$ cat config.mk
export PLATFORM = sky130hd
export DESIGN_NAME = log_line_cobs_crc_framer_unit
export DESIGN_NICKNAME = d
export VERILOG_FILES = /design/src/design/lcf_pkg.sv /design/src/design/log_line_cobs_crc_framer_unit.sv
export SDC_FILE = /design/constraint.sdc
export NUM_CORES = 2
export LEC_CHECK = 0
export ABC_CLOCK_PERIOD_IN_PS = 7100
export BUFFER_PORTS_ARGS = -buffer_cell sky130_fd_sc_hd__buf_4
export CORE_AREA = 2 2 544 546
export CTS_CLUSTER_SIZE = 28
export DETAILED_ROUTE_END_ITERATION = 6
export DIE_AREA = 0 0 546 548
export GPL_ROUTABILITY_DRIVEN = 0
export SLEW_MARGIN = 20
export SYNTH_ARGS = -nofsm -noshare
export SYNTH_HDL_FRONTEND = slang
export SYNTH_SLANG_ARGS = --single-unit
export TNS_END_PERCENT = 5
$ cat constraint.sdc
create_clock -name clock -period 7.1 [get_ports clock]
set_input_delay 2.13 -clock clock [delete_from_list [all_inputs] [get_ports clock]]
set_output_delay 2.13 -clock clock [all_outputs]
set_load 0.005 [all_outputs]
$ cat src/design/lcf_pkg.sv
package lcf_pkg;

   typedef struct packed {
      logic [1:0] mode;
      logic [7:0] char_byte;
   } req_type;

   typedef struct packed {
      logic       out_valid;
      logic [7:0] out_byte;
      logic       frame_end;
      logic       busy_res;
      logic       char_dropped;
   } rsp_type;

   localparam logic [1:0] MODE_CHAR  = 2'd0;
   localparam logic [1:0] MODE_EOL   = 2'd1;
   localparam logic [1:0] MODE_TICK  = 2'd2;
   localparam logic [1:0] MODE_SPARE = 2'd3;

   localparam logic [7:0]  CH_LF      = 8'h0A;
   localparam logic [7:0]  CH_CR      = 8'h0D;
   localparam logic [7:0]  DELIM      = 8'h55;
   localparam logic [7:0]  MAGIC_HI   = 8'h50;
   localparam logic [7:0]  MAGIC_LO   = 8'h21;
   localparam logic [7:0]  PROTO_HI   = 8'h00;
   localparam logic [7:0]  PROTO_LO   = 8'h03;
   localparam int          MSG_OFFSET = 35;
   localparam int          LEN_BIAS   = 33;
   localparam int          RAW_FIXED  = 39;
   localparam logic [7:0]  BLOCK_MAX  = 8'd254;
   localparam logic [31:0] CRC_POLY   = 32'hEDB88320;
   localparam logic [31:0] CRC_INIT   = 32'hFFFFFFFF;

   // fixed 29-byte text header following the length field
   function automatic logic [7:0] hdr_byte(input logic [4:0] k);
      logic [7:0] b;
      case (k)
         5'd0:    b = 8'h01;
         5'd1:    b = 8'h42;
         5'd2:    b = 8'h4F;
         5'd3:    b = 8'h4F;
         5'd4:    b = 8'h54;
         5'd5:    b = 8'h4C;
         5'd6:    b = 8'h4F;
         5'd7:    b = 8'h41;
         5'd8:    b = 8'h44;
         5'd9:    b = 8'h45;
         5'd10:   b = 8'h52;
         5'd17:   b = 8'h2A;
         5'd18:   b = 8'h2A;
         default: b = 8'h00;
      endcase
      return b;
   endfunction

   // reflected CRC-32, one byte
   function automatic logic [31:0] crc_byte(input logic [31:0] crc, input logic [7:0] b);
      logic [31:0] c;
      c = crc ^ {24'd0, b};
      for (int i = 0; i < 8; i++) begin
         c = c[0] ? ((c >> 1) ^ CRC_POLY) : (c >> 1);
      end
      return c;
   endfunction

endpackage

$ cat src/design/log_line_cobs_crc_framer_unit.sv
// Log-line framer: collects characters, then sends a CRC-32 protected,
// COBS-encoded frame between 0x55 delimiters, one byte per tick.
//
// req channel (valid/ready): mode 0 character, 1 end of line, 2 tick.
// Every req transfer produces exactly one rsp transfer.
// rsp channel (valid/ready): out_valid/out_byte carry a stream byte on ticks,
// frame_end flags the closing delimiter, busy_res is high while a frame is
// in flight (chars and flushes then ignored), char_dropped flags a char lost to a full store.
//
// Characters, idle ticks and delimiters answer in the cycle after the
// transfer. A flush walks the raw frame once through the shared byte fetch
// and CRC step, a read state then a use state per raw byte. A COBS code
// byte scans ahead through the same fetch, a check and a use state per
// non-zero byte taken (up to 254), then an end state. A data byte passes a
// read state and a use state, as the message store read port is registered.
// One item is in work at a time; req_ready is low while the sequencer
// runs or a response is held. A stalled rsp simply holds the response.
// Reset (synchronous) empties the store and ends any frame; store contents
// are not cleared.
module log_line_cobs_crc_framer_unit #(
   parameter int MESSAGE_DEPTH = 256
) (
   input  logic             clock,
   input  logic             reset,
   input  logic             req_valid,
   output logic             req_ready,
   input  lcf_pkg::req_type req_payload,
   output logic             rsp_valid,
   input  logic             rsp_ready,
   output lcf_pkg::rsp_type rsp_payload
);

   localparam int CNT_W  = $clog2(MESSAGE_DEPTH + 1);
   localparam int ADDR_W = (MESSAGE_DEPTH > 1) ? $clog2(MESSAGE_DEPTH) : 1;
   localparam int IDX_W  = $clog2(MESSAGE_DEPTH + lcf_pkg::RAW_FIXED + 1);

   typedef enum logic [2:0] {
      S_IDLE, S_CRC_RD, S_CRC_USE, S_SCAN_CHK, S_SCAN_USE, S_SCAN_END,
      S_DATA_RD, S_DATA_USE
   } state_type;

   typedef enum logic [2:0] {
      P_IDLE, P_OPEN, P_CODE, P_SHORT, P_FULL, P_CLOSE
   } phase_type;

   state_type        state_ff, state_in;
   phase_type        phase_ff, phase_in;
   logic [CNT_W-1:0] count_ff, count_in;
   logic             sending_ff, sending_in;
   logic [IDX_W-1:0] rp_ff, rp_in;       // raw position
   logic [IDX_W-1:0] idx_ff, idx_in;     // fetch index
   logic [31:0]      crc_ff, crc_in;
   logic [7:0]       rem_ff, rem_in;     // block remaining
   logic [7:0]       scan_ff, scan_in;   // look-ahead count
   logic             rsp_valid_ff, rsp_valid_in;
   lcf_pkg::rsp_type rsp_ff, rsp_in;

   logic [7:0]        store [MESSAGE_DEPTH];
   logic [7:0]        mem_rd_ff;
   logic              mem_we;
   logic [IDX_W-1:0]  rd_off;
   logic [ADDR_W-1:0] rd_addr;

   logic [IDX_W-1:0] raw_len, crc_at, crc_last;
   logic [15:0]      frame_len;
   logic [IDX_W-1:0] crc_off;
   logic [7:0]       raw_b;
   logic             accept, rsp_load;
   logic [IDX_W-1:0] rp_next;
   logic [7:0]       rem_next, code_b;

   assign accept    = req_valid && req_ready;
   assign req_ready = (state_ff == S_IDLE) && !rsp_valid_ff;
   assign rsp_valid = rsp_valid_ff;
   assign rsp_payload = rsp_ff;

   assign raw_len   = IDX_W'(count_ff) + IDX_W'(lcf_pkg::RAW_FIXED);
   assign crc_at    = IDX_W'(count_ff) + IDX_W'(lcf_pkg::MSG_OFFSET);
   assign crc_last  = crc_at - IDX_W'(1);
   assign frame_len = 16'(count_ff) + 16'(lcf_pkg::LEN_BIAS);
   assign crc_off   = idx_ff - crc_at;
   assign rd_off    = idx_ff - IDX_W'(lcf_pkg::MSG_OFFSET);
   assign rd_addr   = rd_off[ADDR_W-1:0];

   // raw frame byte at idx_ff; store data arrives in the cycle after idx_ff is set
   always_comb begin
      if (idx_ff == IDX_W'(0))      raw_b = lcf_pkg::MAGIC_HI;
      else if (idx_ff == IDX_W'(1)) raw_b = lcf_pkg::MAGIC_LO;
      else if (idx_ff == IDX_W'(2)) raw_b = lcf_pkg::PROTO_HI;
      else if (idx_ff == IDX_W'(3)) raw_b = lcf_pkg::PROTO_LO;
      else if (idx_ff == IDX_W'(4)) raw_b = frame_len[15:8];
      else if (idx_ff == IDX_W'(5)) raw_b = frame_len[7:0];
      else if (idx_ff < IDX_W'(lcf_pkg::MSG_OFFSET))
         raw_b = lcf_pkg::hdr_byte(5'(idx_ff - IDX_W'(6)));
      else if (idx_ff < crc_at) raw_b = mem_rd_ff;
      else if (idx_ff < crc_at + IDX_W'(4)) begin
         case (crc_off[1:0])
            2'd0:    raw_b = crc_ff[7:0];
            2'd1:    raw_b = crc_ff[15:8];
            2'd2:    raw_b = crc_ff[23:16];
            default: raw_b = crc_ff[31:24];
         endcase
      end else raw_b = 8'h00;
   end

   always_ff @(posedge clock) begin
      if (mem_we) begin
         store[count_ff[ADDR_W-1:0]] <= req_payload.char_byte;
      end
      mem_rd_ff <= store[rd_addr];
   end

   always_comb begin
      state_in     = state_ff;
      phase_in     = phase_ff;
      count_in     = count_ff;
      sending_in   = sending_ff;
      rp_in        = rp_ff;
      idx_in       = idx_ff;
      crc_in       = crc_ff;
      rem_in       = rem_ff;
      scan_in      = scan_ff;
      rsp_valid_in = rsp_valid_ff && !rsp_ready;
      rsp_in       = rsp_ff;
      rsp_load     = 1'b0;
      mem_we       = 1'b0;
      rp_next      = rp_ff + IDX_W'(1);
      rem_next     = (rem_ff != 8'd0) ? rem_ff - 8'd1 : rem_ff;
      code_b       = scan_ff + 8'd1;
      case (state_ff)
         S_IDLE: begin
            if (accept) begin
               rsp_in   = '0;
               rsp_load = 1'b1;
               case (req_payload.mode)
                  lcf_pkg::MODE_CHAR, lcf_pkg::MODE_EOL: begin
                     if (!sending_ff) begin
                        if (req_payload.mode == lcf_pkg::MODE_EOL ||
                            req_payload.char_byte == lcf_pkg::CH_LF) begin
                           rsp_load = 1'b0;
                           crc_in   = lcf_pkg::CRC_INIT;
                           idx_in   = '0;
                           state_in = S_CRC_RD;
                        end else if (req_payload.char_byte != lcf_pkg::CH_CR) begin
                           if (count_ff < CNT_W'(MESSAGE_DEPTH)) begin
                              mem_we   = 1'b1;
                              count_in = count_ff + CNT_W'(1);
                           end else begin
                              rsp_in.char_dropped = 1'b1;
                           end
                        end
                     end
                  end
                  lcf_pkg::MODE_TICK: begin
                     if (sending_ff) begin
                        case (phase_ff)
                           P_OPEN: begin
                              rsp_in.out_valid = 1'b1;
                              rsp_in.out_byte  = lcf_pkg::DELIM;
                              phase_in         = P_CODE;
                           end
                           P_CODE: begin
                              rsp_load = 1'b0;
                              idx_in   = rp_ff;
                              scan_in  = 8'd0;
                              state_in = S_SCAN_CHK;
                           end
                           P_SHORT, P_FULL: begin
                              rsp_load = 1'b0;
                              idx_in   = rp_ff;
                              state_in = S_DATA_RD;
                           end
                           default: begin
                              rsp_in.out_valid = 1'b1;
                              rsp_in.out_byte  = lcf_pkg::DELIM;
                              rsp_in.frame_end = 1'b1;
                              phase_in         = P_IDLE;
                              sending_in       = 1'b0;
                              count_in         = '0;
                              rp_in            = '0;
                           end
                        endcase
                     end
                  end
                  default: ;
               endcase
            end
         end
         S_CRC_RD: state_in = S_CRC_USE;
         S_CRC_USE: begin
            crc_in = lcf_pkg::crc_byte(crc_ff, raw_b);
            if (idx_ff == crc_last) begin
               crc_in     = ~lcf_pkg::crc_byte(crc_ff, raw_b);
               rp_in      = '0;
               rem_in     = 8'd0;
               sending_in = 1'b1;
               phase_in   = P_OPEN;
               rsp_in     = '0;
               rsp_load   = 1'b1;
               state_in   = S_IDLE;
            end else begin
               idx_in   = idx_ff + IDX_W'(1);
               state_in = S_CRC_RD;
            end
         end
         S_SCAN_CHK: begin
            if (scan_ff < lcf_pkg::BLOCK_MAX && idx_ff < raw_len) state_in = S_SCAN_USE;
            else state_in = S_SCAN_END;
         end
         S_SCAN_USE: begin
            if (raw_b != 8'h00) begin
               scan_in  = scan_ff + 8'd1;
               idx_in   = idx_ff + IDX_W'(1);
               state_in = S_SCAN_CHK;
            end else begin
               state_in = S_SCAN_END;
            end
         end
         S_SCAN_END: begin
            rem_in = scan_ff;
            if (scan_ff == 8'd0) begin
               if (rp_ff >= raw_len) phase_in = P_CLOSE;
               else begin
                  rp_in    = rp_next;
                  phase_in = P_CODE;
               end
            end else begin
               phase_in = (scan_ff == lcf_pkg::BLOCK_MAX) ? P_FULL : P_SHORT;
            end
            rsp_in           = '0;
            rsp_in.out_valid = 1'b1;
            rsp_in.out_byte  = (code_b == lcf_pkg::DELIM) ? 8'h00 : code_b;
            rsp_load         = 1'b1;
            state_in         = S_IDLE;
         end
         S_DATA_RD: state_in = S_DATA_USE;
         S_DATA_USE: begin
            rp_in  = rp_next;
            rem_in = rem_next;
            if (rem_next == 8'd0) begin
               if (rp_next >= raw_len) phase_in = P_CLOSE;
               else begin
                  if (phase_ff != P_FULL) rp_in = rp_next + IDX_W'(1);
                  phase_in = P_CODE;
               end
            end
            rsp_in           = '0;
            rsp_in.out_valid = 1'b1;
            rsp_in.out_byte  = (raw_b == lcf_pkg::DELIM) ? 8'h00 : raw_b;
            rsp_load         = 1'b1;
            state_in         = S_IDLE;
         end
         default: state_in = S_IDLE;
      endcase
      if (rsp_load) begin
         rsp_in.busy_res = sending_in;
         rsp_valid_in    = 1'b1;
      end
   end

   always_ff @(posedge clock) begin
      if (reset) begin
         state_ff     <= S_IDLE;
         phase_ff     <= P_IDLE;
         count_ff     <= '0;
         sending_ff   <= 1'b0;
         rp_ff        <= '0;
         crc_ff       <= lcf_pkg::CRC_INIT;
         rem_ff       <= 8'd0;
         rsp_valid_ff <= 1'b0;
      end else begin
         state_ff     <= state_in;
         phase_ff     <= phase_in;
         count_ff     <= count_in;
         sending_ff   <= sending_in;
         rp_ff        <= rp_in;
         crc_ff       <= crc_in;
         rem_ff       <= rem_in;
         rsp_valid_ff <= rsp_valid_in;
      end
      idx_ff  <= idx_in;
      scan_ff <= scan_in;
      rsp_ff  <= rsp_in;
   end

   // a response is only pending while the sequencer is idle
   a_rsp_only_idle: assert property (@(posedge clock) disable iff (reset)
      (state_ff != S_IDLE) |-> !rsp_valid_ff) else $error("rsp pending while busy");

   a_phase_vs_sending: assert property (@(posedge clock) disable iff (reset)
      !sending_ff |-> (phase_ff == P_IDLE)) else $error("phase active while idle");

   a_count_range: assert property (@(posedge clock) disable iff (reset)
      count_ff <= CNT_W'(MESSAGE_DEPTH)) else $error("message count overflow");

   a_block_range: assert property (@(posedge clock) disable iff (reset)
      rem_ff <= lcf_pkg::BLOCK_MAX) else $error("block remaining out of range");

   a_flush_ends_busy: assert property (@(posedge clock) disable iff (reset)
      (state_ff == S_CRC_USE && idx_ff == crc_last) |=> sending_ff)
      else $error("flush did not start a frame");

endmodule
==> results_dict.tcl <==
set metrics [dict create \
    post_cts_buffers 0 \
    final_hold_viol_count 0 \
    fin_setup_tns_ns 0 \
    synth_ff_type "edfxtp_1" \
    dr.pass1.iters 5 \
    grt_max_degree 204 \
    drv_slew 0 \
    wire_per_inst_um 25.6 \
    min_period_ns 6.15 \
    detailedRoute.firstIterationViolations 5327 \
    yosys.area.top_type "edfxtp_1" \
    core-area_um2 293000 \
    synth-edff-count 2077 \
    required_ns 7.54 \
    setup_viol 0 \
    multi_input_area_um2 22900 \
    tightest_slew_ns 1.23 \
    crit_path_start "req_payload[1]" \
    yosys.cell_types.count 86 \
    cts_sinks 2151 \
    grt_pass1_wl_um 318000 \
    hold_start "phase_ff[0]" \
    synth_top_area_share_pct 71.1 \
    ir_worst_vdd_uv 229 \
    path_clk_slew_ns 0.06 \
    clk_latency_ns 0.87 \
    io_pins 28 \
    end_kind "flip-flop" \
    yosysMostFrequentCell "edfxtp_1" \
    rsz0062_at_grt "false" \
    grt_pass1_vias 43700 \
    yosys-top-cells-count "2,077 x edfxtp_1, 650 x mux4_2, 342 x nor2_1" \
    busiest_layer "met2" \
    maxCapViolations 0 \
    placementRows 199 \
    critical_path_peak_fanout 64 \
    synthesis.area_um2 87800 \
    use_met3_pct 2.44 \
    die_y_um 548 \
    cts_hold_buf 0 \
    cts-buffers-inserted 214 \
    synth_seq_area_share_pct 72.7 \
    grtUsageTotal_pct 14.3 \
    hold_slack_ns 0.524 \
    vias 43500 \
    syn2layout_area_growth_pct 14.1 \
    status "finished clean" \
    dieArea_um2 299000 \
    fmax_mhz 163 \
    htreeDepth 4 \
    viasPerCell 5.11 \
    grt_use_met1_pct 20.3 \
    register_area_um2 63900 \
    fillers 27100 \
    finalClockSkew_ns 0.0644 \
    slew_headroom_pct 18.2 \
    cp.arrival_ns 6.59 \
    io_buffers 27 \
    synth-seq-cells 2151 \
    yosys_warnings 0 \
    finalCritPeriodShare_pct 86.6 \
    start_util_pct 30.0 \
    final_antenna_net_count 0 \
    wirelength_um 219000 \
    synthCells 4355 \
    final_nets 4508 \
    cts_tree "built" \
    syn-num-nets 4435 \
    die_w_um 546 \
    grt_use_met2_pct 22.8 \
    async_reset_ff_share_pct 0 \
    drc 0 \
    p_leak_uw 0.0304 \
    critPathKind "in -> reg" \
    cp-start-kind "primary input" \
    cts-root-buf "clkbuf_16" \
    antenna_found_initial 4 \
    ctsResizeCount 0 \
    netlist_top_cells_area "edfxtp_1 71%, mux4_2 17%, dfxtp_1 1.7%" \
    r2r-start "count_ff[0]" \
    dp_hpwl_um 130000 \
    overflow 0 \
    drive_gt1_share_pct 24.6 \
    avgSynthCellArea_um2 20.2 \
    power_per_cell_area_nw_per_um2 276 \
    hp-class "reg -> reg" \
    ctsLongestPathBuffers 3 \
]
## state kept, by name, indices dropped and copies added, names as in the netlist
name         cells
count_ff         9
crc_ff          32
idx_ff           9
mem_rd_ff        8
phase_ff         3
rem_ff           8
rp_ff            9
rsp_payload     12
rsp_valid        1
scan_ff          8
sending_ff       1
state_ff         3
store         2048
## metrics by stage
stage | util [%] | power, uW | cell area, um2 | std cells | setup slack (ns)
6_report | 34.2 | 27600 | 100000 | 8524 | 0.951
5_1_grt | 34.2 | 28400 | 100000 | 8524 | 0.744
4_1_cts | 34.2 | 27800 | 100000 | 8521 | 1.11
3_5_place_dp | 31.7 | 16500 | 93000 | 8130 | 0.197
3_3_place_gp | 31.7 | 16400 | 93000 | 8130 | 0.296
2_1_floorplan | - | 15600 | 87800 | 4355 | 1.59
## critical path, stage by stage
cell and delay (ns):
buf_8 0.34, nor2b_1 0.13, a21oi_1 0.21, o21ai_0 0.22, nor4_2 0.96, nand2_1 0.20
nor2_1 0.61, nand3_1 0.77, nor2_1 0.83
## worst paths after layout
path / end / slack, ns / cells after the start
min reg2reg: phase_ff[0] / 0.52 / 2
max: store[188][2] / 0.95 / 9
min: phase_ff[0] / 0.52 / 2
max reg2reg: idx_ff[6] / 1.18 / 17
## where the power goes
group	internal [uW]	switching [uW]	total [uW]
Clock	6530	4890	11400
Sequential	13900	43.4	14000
Combinational	907	1300	2200
## layer usage
| layer | share of wire, % | wire length (um) | vias up |
|---|---|---|---|
| met4 | 2.3 | 5050 | 2 |
| met5 | 0.0059 | 13 | - |
| met3 | 6.9 | 15200 | 285 |
| met1 | 43 | 94600 | 23400 |
| met2 | 47 | 104000 | 1721 |
| li1 | - | - | 18100 |
## cell families (layout without fill, tap and decap cells)
group | count (synthesis) | in the layout | synth area share, %
multiplexers | 694 | 694 | 17.3
adder cells (fa/ha/maj) | 66 | 66 | 0.941
XOR/XNOR | 160 | 160 | 1.75
AO/OA/AOI/OAI | 306 | 306 | 2.37
AND/OR/NAND/NOR | 689 | 689 | 3.64
other | 0 | 2 | 0
buffers and inverters | 289 | 537 | 1.26
flip-flops | 2151 | 2151 | 72.7
## cell usage in the layout (no fill, tap or decap), drive strengths merged, types with 21 or more instances in the layout
master	instances
clkinv	87
nand2	87
nor3	39
xnor2	105
bufinv	26
nor2	342
and3	24
a211oi	45
clkinvlp	21
o21ai	37
clkbuf	250
nand3	60
edfxtp	2077
buf	111
nor2b	44
ha	66
xor2	49
dfxtp	74
mux4	656
mux2i	37
a21oi	89
inv	42
## layout make-up
class                      instances  share of cell area [%]
tap                             3919                    4.90
timing repair buffer             111                    1.19
multi-input combinational       1915                    22.9
inverter                          35                   0.131
clock inverter                   141                    1.57
sequential                      2151                    63.8
antenna                            2                 0.00500
clock buffer                     250                    5.51
(Power assumes the default switching activity.)
